--- src/rtl/core/lrrv_pkg.sv ---
// shared types, constants and helper functions for the log record validator
`timescale 1ns / 1ps
`default_nettype none

package lrrv_pkg;

    // node identifier width in bytes (4 to 8)
    localparam int unsigned NODE_ID_BYTES = 4;
    localparam int unsigned NODE_BITS     = 8 * NODE_ID_BYTES;

    localparam int unsigned HDR_LEN   = 41;
    localparam int unsigned CFG_W     = 36;
    localparam int unsigned TDATA_W   = 240;

    localparam logic [31:0] FNV_BASIS = 32'd2166136261;
    localparam logic [31:0] FNV_PRIME = 32'd16777619;
    localparam logic [31:0] GOLDEN    = 32'h9e3779b9;
    localparam logic [31:0] MAX_DIM   = 32'h3FFFFFFF;
    localparam logic [CFG_W-1:0] MAX_PAYLOAD_RESET = 36'd536870912;

    // magic, version and opcode bytes in arrival order
    localparam logic [7:0] PREFIX [8] = '{8'h50, 8'h4c, 8'h57, 8'h41,
                                          8'h01, 8'h00, 8'h01, 8'h00};

    typedef enum logic [1:0] {
        PH_HEADER   = 2'd0,
        PH_VECTOR   = 2'd1,
        PH_NEIGHBOR = 2'd2
    } phase_t;

    typedef enum logic [1:0] {
        KIND_PAYLOAD = 2'd0,
        KIND_VERDICT = 2'd1,
        KIND_END     = 2'd2
    } kind_t;

    typedef enum logic [2:0] {
        ST_OK        = 3'd0,
        ST_BAD_HDR   = 3'd1,
        ST_NODE_WIDE = 3'd2,
        ST_CHECKSUM  = 3'd3,
        ST_TRUNCATED = 3'd4
    } status_t;

    typedef struct packed {
        kind_t        kind;
        logic [TDATA_W-1:0] data;
    } result_t;

    // one fnv-1a step
    function automatic logic [31:0] fnv_step(input logic [31:0] h, input logic [7:0] b);
        logic [31:0] x;
        x = h ^ {24'd0, b};
        return x * FNV_PRIME;
    endfunction

    // golden ratio combine of vector and neighbour hashes
    function automatic logic [31:0] hash_combine(input logic [31:0] h, input logic [31:0] n);
        return h ^ (n + GOLDEN + (h << 6) + (h >> 2));
    endfunction

endpackage

`default_nettype wire

--- src/rtl/core/log_record_replay_validator.sv ---
// Log record deframer and validator: one log byte per cycle in while s_tready is high, checked results out.
// Results are registered in the result queue before they are offered on m_tvalid.
// Throughput: one request per cycle while s_tready is high; the last payload byte gives two results,
// held in a four-entry result queue that drops s_tready only when under two slots are free.
// Reset: rst_n asynchronous active low clears all record state and the queue,
// and sets max_payload_bytes to 536870912.
`timescale 1ns / 1ps
`default_nettype none

module log_record_replay_validator (
    input  wire logic                        clk,
    input  wire logic                        rst_n,
    input  wire logic                        cfg_we,
    input  wire logic [lrrv_pkg::CFG_W-1:0]  cfg_wdata,   // max_payload_bytes
    input  wire logic                        s_tvalid,
    output      logic                        s_tready,
    input  wire logic [7:0]                  s_tdata,     // data_byte
    input  wire logic                        s_tuser,     // mode
    output      logic                        m_tvalid,
    input  wire logic                        m_tready,
    // status[2:0] payload_byte[10:3] sequence_number[74:11] node_number[138:75]
    // dimension[168:139] neighbor_total[200:169] deleted_flag[201]
    // computed_checksum[233:202], zero above
    output      logic [lrrv_pkg::TDATA_W-1:0] m_tdata,
    output      logic [1:0]                  m_tuser      // kind
);
    import lrrv_pkg::*;

    // state registers
    logic [CFG_W-1:0] max_payload_reg;
    phase_t      phase_reg, phase_next;
    logic [5:0]  hbc_reg, hbc_next;
    logic        match_reg, match_next;
    logic [63:0] seq_reg, seq_next;
    logic [63:0] node_reg, node_next;
    logic [31:0] dim_reg, dim_next;
    logic [31:0] vsize_reg, vsize_next;
    logic [31:0] ncount_reg, ncount_next;
    logic [7:0]  del_reg, del_next;
    logic [31:0] expsum_reg, expsum_next;
    logic [CFG_W-1:0] remain_reg, remain_next;
    logic [31:0] vhash_reg, vhash_next;
    logic [31:0] nhash_reg, nhash_next;
    logic        halted_reg, halted_next;

    // result queue
    result_t     q_mem [4];
    logic [1:0]  q_wr_reg, q_rd_reg;
    logic [2:0]  q_cnt_reg;
    result_t     res0, res1;
    logic [1:0]  n_res;

    logic accept, pop;
    assign s_tready = (q_cnt_reg <= 3'd2);
    assign accept   = s_tvalid && s_tready;
    assign m_tvalid = (q_cnt_reg != 3'd0);
    assign pop      = m_tvalid && m_tready;
    assign m_tdata  = q_mem[q_rd_reg].data;
    assign m_tuser  = q_mem[q_rd_reg].kind;

    // pack one result
    function automatic result_t pack(input kind_t k, input status_t st, input logic [7:0] pb,
                                     input logic hdr, input logic [63:0] sq,
                                     input logic [63:0] nd, input logic [31:0] dm,
                                     input logic [31:0] nc, input logic [7:0] dl,
                                     input logic [31:0] sum);
        result_t r;
        r.kind = k;
        r.data = '0;
        r.data[2:0]     = st;
        r.data[10:3]    = pb;
        r.data[74:11]   = hdr ? sq : 64'd0;
        r.data[138:75]  = hdr ? nd : 64'd0;
        r.data[168:139] = hdr ? dm[29:0] : 30'd0;
        r.data[200:169] = hdr ? nc : 32'd0;
        r.data[201]     = hdr ? dl[0] : 1'b0;
        r.data[233:202] = sum;
        return r;
    endfunction

    logic [7:0]       b;
    logic [35:0]      nb_bytes;
    logic [36:0]      total_bytes;
    logic             hdr_ok, node_fits;
    logic [31:0]      fnv_out, comb_h, fin_h;
    logic [CFG_W-1:0] rem_dec;

    assign b = s_tdata;

    // record datapath: next state and results for the accepted byte
    always_comb
    begin
        phase_next  = phase_reg;
        hbc_next    = hbc_reg;
        match_next  = match_reg;
        seq_next    = seq_reg;
        node_next   = node_reg;
        dim_next    = dim_reg;
        vsize_next  = vsize_reg;
        ncount_next = ncount_reg;
        del_next    = del_reg;
        expsum_next = expsum_reg;
        remain_next = remain_reg;
        vhash_next  = vhash_reg;
        nhash_next  = nhash_reg;
        halted_next = halted_reg;
        n_res       = 2'd0;
        res0        = pack(KIND_PAYLOAD, ST_OK, 8'd0, 1'b0, '0, '0, '0, '0, '0, '0);
        res1        = res0;
        nb_bytes    = '0;
        total_bytes = '0;
        hdr_ok      = 1'b0;
        node_fits   = 1'b0;
        comb_h      = '0;
        fin_h       = '0;
        rem_dec     = remain_reg - 36'd1;
        fnv_out     = fnv_step((phase_reg == PH_VECTOR) ? vhash_reg : nhash_reg, b);

        if (accept)
        begin
            if (s_tuser)
            begin
                // end of log: report and return to reset state
                n_res = 2'd1;
                res0  = pack(KIND_END,
                             (!halted_reg && (phase_reg != PH_HEADER || hbc_reg != 6'd0))
                                 ? ST_TRUNCATED : ST_OK,
                             8'd0, 1'b0, '0, '0, '0, '0, '0, 32'd0);
                phase_next  = PH_HEADER;
                hbc_next    = '0;
                match_next  = 1'b1;
                seq_next    = '0;
                node_next   = '0;
                dim_next    = '0;
                vsize_next  = '0;
                ncount_next = '0;
                del_next    = '0;
                expsum_next = '0;
                remain_next = '0;
                vhash_next  = FNV_BASIS;
                nhash_next  = FNV_BASIS;
                halted_next = 1'b0;
            end
            else if (halted_reg)
            begin
                // dropped while halted
            end
            else if (phase_reg == PH_HEADER)
            begin
                // header capture
                priority if (hbc_reg < 6'd8)
                begin
                    if (b != PREFIX[hbc_reg[2:0]])
                        match_next = 1'b0;
                    else if (hbc_reg == 6'd0)
                        match_next = 1'b1;
                end
                else if (hbc_reg < 6'd16)
                    seq_next[{hbc_reg[2:0], 3'b000} +: 8] = b;
                else if (hbc_reg < 6'd24)
                    node_next[{hbc_reg[2:0], 3'b000} +: 8] = b;
                else if (hbc_reg < 6'd28)
                    dim_next[{hbc_reg[1:0], 3'b000} +: 8] = b;
                else if (hbc_reg < 6'd32)
                    vsize_next[{hbc_reg[1:0], 3'b000} +: 8] = b;
                else if (hbc_reg < 6'd36)
                    ncount_next[{hbc_reg[1:0], 3'b000} +: 8] = b;
                else if (hbc_reg == 6'd36)
                    del_next = b;
                else
                    expsum_next[{hbc_reg[1:0] - 2'd1, 3'b000} +: 8] = b;

                hbc_next = hbc_reg + 6'd1;
                if (hbc_reg == 6'(HDR_LEN - 1))
                begin
                    // header checks
                    hbc_next    = '0;
                    nb_bytes    = 36'(ncount_next) * 36'(NODE_ID_BYTES);
                    total_bytes = {5'd0, vsize_next} + {1'b0, nb_bytes};
                    hdr_ok = match_next && (del_next <= 8'd1) && (dim_next <= MAX_DIM)
                             && ({dim_next[29:0], 2'b00} == vsize_next)
                             && (total_bytes <= {1'b0, max_payload_reg});
                    node_fits = ((node_next >> NODE_BITS) == 64'd0);
                    comb_h = (ncount_next != 32'd0) ? hash_combine(vhash_reg, nhash_reg)
                                                    : vhash_reg;
                    priority if (!hdr_ok || !node_fits)
                    begin
                        n_res = 2'd1;
                        res0  = pack(KIND_VERDICT, hdr_ok ? ST_NODE_WIDE : ST_BAD_HDR, 8'd0,
                                     1'b1, seq_next, node_next, dim_next, ncount_next,
                                     del_next, 32'd0);
                        halted_next = 1'b1;
                    end
                    else if (vsize_next != 32'd0)
                    begin
                        phase_next  = PH_VECTOR;
                        remain_next = {4'd0, vsize_next};
                    end
                    else if (nb_bytes != 36'd0)
                    begin
                        phase_next  = PH_NEIGHBOR;
                        remain_next = nb_bytes;
                    end
                    else
                    begin
                        // empty payload: verdict now
                        n_res = 2'd1;
                        res0  = pack(KIND_VERDICT,
                                     (comb_h == expsum_next) ? ST_OK : ST_CHECKSUM, 8'd0,
                                     1'b1, seq_next, node_next, dim_next, ncount_next,
                                     del_next, comb_h);
                        if (comb_h != expsum_next)
                            halted_next = 1'b1;
                        match_next = 1'b1;
                        vhash_next = FNV_BASIS;
                        nhash_next = FNV_BASIS;
                    end
                end
            end
            else
            begin
                // payload byte pass and hash
                n_res = 2'd1;
                res0  = pack(KIND_PAYLOAD, ST_OK, b, 1'b1, seq_reg, node_reg, dim_reg,
                             ncount_reg, del_reg, 32'd0);
                if (phase_reg == PH_VECTOR)
                    vhash_next = fnv_out;
                else
                    nhash_next = fnv_out;
                remain_next = rem_dec;
                nb_bytes    = 36'(ncount_reg) * 36'(NODE_ID_BYTES);
                if (rem_dec == '0)
                begin
                    if (phase_reg == PH_VECTOR && ncount_reg != 32'd0)
                    begin
                        phase_next  = PH_NEIGHBOR;
                        remain_next = nb_bytes;
                    end
                    else
                    begin
                        fin_h = (ncount_reg != 32'd0) ? hash_combine(vhash_next, nhash_next)
                                                      : vhash_next;
                        n_res = 2'd2;
                        res1  = pack(KIND_VERDICT,
                                     (fin_h == expsum_reg) ? ST_OK : ST_CHECKSUM, 8'd0,
                                     1'b1, seq_reg, node_reg, dim_reg, ncount_reg,
                                     del_reg, fin_h);
                        if (fin_h != expsum_reg)
                            halted_next = 1'b1;
                        phase_next  = PH_HEADER;
                        hbc_next    = '0;
                        match_next  = 1'b1;
                        remain_next = '0;
                        vhash_next  = FNV_BASIS;
                        nhash_next  = FNV_BASIS;
                    end
                end
            end
        end
    end

    // control and record state
    always_ff @(posedge clk or negedge rst_n)
    begin
        if (!rst_n)
        begin
            max_payload_reg <= MAX_PAYLOAD_RESET;
            phase_reg  <= PH_HEADER;
            hbc_reg    <= '0;
            match_reg  <= 1'b1;
            seq_reg    <= '0;
            node_reg   <= '0;
            dim_reg    <= '0;
            vsize_reg  <= '0;
            ncount_reg <= '0;
            del_reg    <= '0;
            expsum_reg <= '0;
            remain_reg <= '0;
            vhash_reg  <= FNV_BASIS;
            nhash_reg  <= FNV_BASIS;
            halted_reg <= 1'b0;
            q_wr_reg   <= '0;
            q_rd_reg   <= '0;
            q_cnt_reg  <= '0;
        end
        else
        begin
            if (cfg_we)
                max_payload_reg <= cfg_wdata;
            phase_reg  <= phase_next;
            hbc_reg    <= hbc_next;
            match_reg  <= match_next;
            seq_reg    <= seq_next;
            node_reg   <= node_next;
            dim_reg    <= dim_next;
            vsize_reg  <= vsize_next;
            ncount_reg <= ncount_next;
            del_reg    <= del_next;
            expsum_reg <= expsum_next;
            remain_reg <= remain_next;
            vhash_reg  <= vhash_next;
            nhash_reg  <= nhash_next;
            halted_reg <= halted_next;
            q_wr_reg   <= q_wr_reg + n_res;
            q_rd_reg   <= q_rd_reg + {1'b0, pop};
            q_cnt_reg  <= q_cnt_reg + {1'b0, n_res} - {2'b00, pop};
        end
    end

    // result queue storage
    always_ff @(posedge clk)
    begin
        if (n_res != 2'd0)
            q_mem[q_wr_reg] <= res0;
        if (n_res == 2'd2)
            q_mem[q_wr_reg + 2'd1] <= res1;
    end

    // checks
    a_q_bound: assert property (@(posedge clk) disable iff (!rst_n) q_cnt_reg <= 3'd4)
        else $error("result queue overflow");
    a_halt_idle: assert property (@(posedge clk) disable iff (!rst_n)
        halted_reg |-> (phase_reg == PH_HEADER && hbc_reg == 6'd0))
        else $error("halted inside a record");
    a_end_clears: assert property (@(posedge clk) disable iff (!rst_n)
        (accept && s_tuser) |=> (!halted_reg && hbc_reg == 6'd0 && phase_reg == PH_HEADER))
        else $error("end of log did not clear state");
    a_kind_legal: assert property (@(posedge clk) disable iff (!rst_n)
        m_tvalid |-> (m_tuser != 2'd3))
        else $error("illegal result kind");

endmodule

`default_nettype wire

--- config.mk ---
export PLATFORM = sky130hd
export DESIGN_NAME = log_record_replay_validator
export DESIGN_NICKNAME = d
export VERILOG_FILES = /design/src/rtl/core/lrrv_pkg.sv /design/src/rtl/core/log_record_replay_validator.sv
export SDC_FILE = /design/constraint.sdc
export NUM_CORES = 2
export LEC_CHECK = 0
export BUFFER_PORTS_ARGS = -buffer_cell sky130_fd_sc_hd__buf_4
export CAP_MARGIN = 20
export CORE_ASPECT_RATIO = 2
export CORE_MARGIN = 3
export CORE_UTILIZATION = 68
export DETAILED_ROUTE_END_ITERATION = 6
export PLACE_DENSITY = 0.86
export SLEW_MARGIN = 10
export SYNTH_ARGS = -nofsm -noshare
export SYNTH_HDL_FRONTEND = slang
export SYNTH_SLANG_ARGS = --single-unit
export TNS_END_PERCENT = 30
--- constraint.sdc ---
create_clock -name clk -period 22.9 [get_ports clk]
set_input_delay 0 -clock clk [delete_from_list [all_inputs] [get_ports clk]]
set_output_delay 0 -clock clk [all_outputs]
set_load 0.005 [all_outputs]
==> reports/metrics.cfg, run 1 <==
[status]
result_of_the_run = aborted with a tool error
last_stage_reached = global routing
toolErrorMsg = [ERROR GRT-0116] Global routing finished with congestion. Check the congestion regions in the DRC Viewer.

[die]
design.portCount = 294
placementRows = 181
initial_core_util = 0.686
dieHeight_um = 501
die_w_um = 254

[logic_synthesis]
synth-adder-area-share = 0.0891
largest_family_of_logic_cells_by_synthesized_area = compound AO/OA/AOI/OAI gates
yosys-mux-area-fraction = 0.0781
synth.distinct_cells = 102
synth_sequential_area_ratio = 0.461
synth-edff-count = 904
ys.warnings.count = 0
synth-compound-area-share = 0.178
yosys_most_used_dff = sky130_fd_sc_hd__edfxtp_1
synthArstFlopShare = 0.306
synthesis.instances = 7777
syn_avg_cell_area_sq_um = 10.7
yosys_register_bits = 1361
xor_xnor_share_of_the_synthesized_area = 0.0299
synth_area_sq_um = 83400
yosys.area_share.simple = 0.118

[placement]
dp_hpwl_mm = 256
gp_routability_congestion = 1.15
portBuffers = 287
dpl_worst_slack_ns = 10.08

[clock_network]
cts.path.max_buffers = 3
clockRootBuffer = sky130_fd_sc_hd__clkbuf_16
h-tree-depth = 3
numClockSinks = 1361
numCtsBuffers = 113
cts_repair_resize_count = 0

[grt]
grt_first_pass_wirelength_mm = 623
grt_start_max_net_pins = 160
gr-total-overflow = 31
groute.usage.overall = 0.689
grt_pass1_vias = 83603

==> through the flow <==
stage          area [sq um]  instances   util
2_1_floorplan         83400       7782      -
3_3_place_gp          87000       9261  0.715
3_5_place_dp          87100       9269  0.716
4_1_cts               92100       9594  0.757
==> cell families after synthesis <==
kind of cell,count (synthesis)
xor+xnor,258
mux,354
compound gates,2220
flops,1361
fa+ha+maj,518
other cells,1
buf+inv,982
simple gates,2083
==> cell usage after synthesis, types with 19 or more instances <==
cell / instances / area share
sky130_fd_sc_hd__a211oi_1: 21 / 0.0019
sky130_fd_sc_hd__a21boi_0: 23 / 0.0021
sky130_fd_sc_hd__a21o_1: 149 / 0.013
sky130_fd_sc_hd__a21oi_1: 352 / 0.021
sky130_fd_sc_hd__a22o_1: 522 / 0.055
sky130_fd_sc_hd__a22oi_1: 51 / 0.0046
sky130_fd_sc_hd__a31oi_1: 61 / 0.0046
sky130_fd_sc_hd__a32o_1: 20 / 0.0024
sky130_fd_sc_hd__and2_1: 168 / 0.013
sky130_fd_sc_hd__and3_1: 27 / 0.0020
sky130_fd_sc_hd__buf_1: 82 / 0.0037
sky130_fd_sc_hd__buf_2: 86 / 0.0052
sky130_fd_sc_hd__clkbuf_1: 355 / 0.016
sky130_fd_sc_hd__dfrtp_1: 387 / 0.12
sky130_fd_sc_hd__dfstp_2: 30 / 0.0095
sky130_fd_sc_hd__dfxtp_1: 40 / 0.0096
sky130_fd_sc_hd__edfxtp_1: 904 / 0.33
sky130_fd_sc_hd__fa_1: 126 / 0.030
sky130_fd_sc_hd__ha_1: 392 / 0.059
sky130_fd_sc_hd__inv_1: 448 / 0.020
sky130_fd_sc_hd__mux2i_1: 107 / 0.013
sky130_fd_sc_hd__mux4_2: 236 / 0.064
sky130_fd_sc_hd__nand2_1: 782 / 0.035
sky130_fd_sc_hd__nand2b_1: 40 / 0.0030
sky130_fd_sc_hd__nand3_1: 99 / 0.0059
sky130_fd_sc_hd__nand4_1: 49 / 0.0037
sky130_fd_sc_hd__nor2_1: 527 / 0.024
sky130_fd_sc_hd__nor2b_1: 31 / 0.0023
sky130_fd_sc_hd__nor3_1: 82 / 0.0049
sky130_fd_sc_hd__nor4_1: 46 / 0.0035
sky130_fd_sc_hd__o211ai_1: 29 / 0.0026
sky130_fd_sc_hd__o21a_1: 20 / 0.0018
sky130_fd_sc_hd__o21ai_0: 639 / 0.038
sky130_fd_sc_hd__o21ai_1: 20 / 0.0012
sky130_fd_sc_hd__o21bai_1: 19 / 0.0017
sky130_fd_sc_hd__o22ai_1: 120 / 0.0090
sky130_fd_sc_hd__o31ai_1: 41 / 0.0037
sky130_fd_sc_hd__or2_2: 66 / 0.0050
sky130_fd_sc_hd__or3_1: 44 / 0.0033
sky130_fd_sc_hd__xnor2_1: 144 / 0.015
sky130_fd_sc_hd__xor2_1: 97 / 0.010
==> routing by layer <==
layer	overflow	GRT usage
met2	15	0.916
met4	12	0.752
met1	0	0.673
met3	3	0.443
met5	1	0.0935
==> what timing repair did <==
action                                 4_1_cts
hold buffers                               110
setup buffers                                0
endpoints found under the hold margin      182
==> run 2: changes to the inputs <==
Settings changed: CORE_ASPECT_RATIO 2 to not set, CORE_UTILIZATION 68 to 40, PLACE_DENSITY 0.86 to not set, PLACE_DENSITY_LB_ADDON set to 0.15.
==> reports/metrics.cfg, run 2 <==
[cells_and_area]
final_common_cell = sky130_fd_sc_hd__edfxtp_1
layout.cell_area.non_filler_sq_um = 95100
nFillCells = 19211
regArea_sq_um = 38400
multi_input_comb_area_sq_um = 41400
nNetsFinal = 8575
drive_above_1_share = 0.135
layout.core_utilization = 0.462
largest_reg_flops = 944
layout.cells.most_common_list = sky130_fd_sc_hd__edfxtp_1, sky130_fd_sc_hd__nand2_1, sky130_fd_sc_hd__o21ai_0
area_growth_syn_to_layout_pct = 14.1

[detailed_routing]
detailedRoute.firstPassIterationCount = 7
antenna_left = 0
finalWirelength_mm = 323
routedWlPerCell_um = 29.5
drcViolationCount = 4
total_number_of_vias = 67378
via_per_inst = 6.17
dr.first_iter.drc_count = 7822

[job]
timing.max_cap.violations = 0

[grt]
grt_pass1_vias = 65779
gr-total-overflow = 0
groute.usage.overall = 0.293
grt_first_pass_wirelength_mm = 469
grt_start_max_net_pins = 145
grt_antenna_before_repair = 16

[logic_synthesis]
synthesis.instances = 7777  ; unchanged
synth.top_cells.by_count = sky130_fd_sc_hd__edfxtp_1, sky130_fd_sc_hd__nand2_1, sky130_fd_sc_hd__o21ai_0, sky130_fd_sc_hd__nor2_1, sky130_fd_sc_hd__a22o_1
leading_cell_types_by_total_area_after_synthesis = sky130_fd_sc_hd__edfxtp_1, sky130_fd_sc_hd__dfrtp_1, sky130_fd_sc_hd__mux4_2
synth_top_area_frac = 0.326  ; unchanged
yosys_register_bits = 1361  ; unchanged
synth_area_leader_cell = sky130_fd_sc_hd__edfxtp_1
synth.distinct_cells = 102  ; unchanged
synth_area_sq_um = 83400  ; unchanged
synth_sequential_area_ratio = 0.461  ; unchanged
yosys_most_used_dff = sky130_fd_sc_hd__edfxtp_1
synth.most_common_cell = sky130_fd_sc_hd__edfxtp_1
synth-edff-count = 904  ; unchanged
syn_avg_cell_area_sq_um = 10.7  ; unchanged
synthArstFlopShare = 0.306  ; unchanged
ys.warnings.count = 0  ; unchanged

[die]
dieHeight_um = 463  ; -7.7%
dieArea_sq_um = 214000
initial_core_util = 0.405  ; -0.281
placementRows = 166  ; -8.3%
die_w_um = 463  ; +82%
design.portCount = 294  ; unchanged
core_area_sq_um = 206000

[critical_path]
critical-path-max-stage-delay_ns = 0.90
critPathRequiredTime_ns = 23.47
slowest_library_cell_on_the_worst_path = sky130_fd_sc_hd__nor4_1
worst-endpoint-arrival_ns = 13.88
critical_path_class = register to register
cp_common_cell = sky130_fd_sc_hd__ha_1
kind_of_start_point_of_the_critical_path = register
cp-end-kind = register
crit_path_max_fanout = 90

[sta]
setup_violations = 0
slew-limit-headroom = 0.195
worst_margin_slew_ns = 1.17
setup_total_negative_slack_ns = 0
report.final.hold_viol_count = 0
rsz0062_at_grt = false
post-route-min-period_ns = 13.31
worst_clock_skew_ns = 0.0410
layout_worst_path_cycle_share = 0.581
slew_violations = 0
clock.fmax_ghz = 0.0751

[placement]
placed_area_sq_um = 88400  ; +1.5%
dp_hpwl_mm = 215  ; -16%
gp_routability_congestion = 0.933  ; -19%
portBuffers = 287  ; unchanged

[clock_network]
clk_pin_slew_ns = 0.06
numCtsBuffers = 155  ; +37%
clockRootBuffer = sky130_fd_sc_hd__clkbuf_16
cts_tree = done
numClockSinks = 1361  ; unchanged
cts_repair_resize_count = 0  ; unchanged
post-cts-setup-buffers = 0  ; unchanged
h-tree-depth = 4  ; +1
cts.path.max_buffers = 3  ; unchanged
clk-insertion-delay-late_ns = 0.84

[status]
violations = DRC
result_of_the_run = finished, violations left

[min_path]
worst_hold_path_class = primary input to register

## run 2: per-stage QoR
step                      worst slack (ns)  hold slack [ns]  cells
after floorplan                       9.53           -0.296   7782
after global placement               10.24           0.0613  10455
after detailed placement             10.08           0.0741  10462
after CTS                            10.06           0.0341  10906
after global routing                  8.93           0.0594  10911
final                                 9.59           0.0937  10919
## run 2: area by class of cell
cell class                 count  share of cell area
antenna                        9            0.000237
sequential                  1361               0.404
multi-input combinational   5439               0.435
clock inverter                64             0.00670
tap                         2772              0.0365
timing repair buffer         598              0.0524
inverter                     452              0.0178
clock buffer                 224              0.0469
## run 2: critical path: cells and delay by family, from the launching register on
kind / cells / cell delay, ns
buffers and inverters: 4 / 1.05
flip-flops: 1 / 0.49
multiplexers: 2 / 0.88
AO/OA/AOI/OAI: 10 / 2.23
XOR/XNOR: 3 / 1.29
adder cells (fa/ha/maj): 11 / 4.11
AND/OR/NAND/NOR: 8 / 2.91
## run 2: kinds of logic (layout without fill, tap and decap cells)
group | after synthesis | in the layout | share of synthesized area
and+or+nand+nor | 2083 | 2083 | 0.118
adders and majority gates | 518 | 518 | 0.0891
AOI/OAI and AO/OA | 2220 | 2220 | 0.178
xor gates and xnor gates | 258 | 258 | 0.0299
muxes | 354 | 354 | 0.0781
other | 1 | 15 | 0.0000450
buffers and inverters | 982 | 1338 | 0.0458
DFF | 1361 | 1361 | 0.461
## run 2: final timing paths
path	startpoint	end	slack, ns	depth (start not counted)
max in group asynchronous	rst_n	node_reg[42]	20.75	5
min	s_tdata[6]	node_reg[38]	0.09	3
min in group asynchronous	rst_n	max_payload_reg[29]	0.36	3
max	phase_reg[1]	q_mem[1][1]	9.59	38
min reg2reg	q_mem[2][2]	q_mem[2][2]	0.46	2
max reg2reg	phase_reg[1]	q_mem[1][1]	9.59	38
## run 2: per-layer routing
layer	vias up	global-route usage	wire [um]
met5	-	0	40
met4	6	0.112	13200
met3	568	0.0542	28600
met2	3513	0.449	144000
met1	34000	0.413	137000
li1	29291	-	-
## run 2: timing repair
action,in CTS,in global routing
hold buffers,156,0
setup endpoints to repair,0,0
hold endpoints to repair,250,0
Power of run 2 is not shown: default switching activity piles up to over one toggle a cycle in this logic, so the estimate is an artifact.
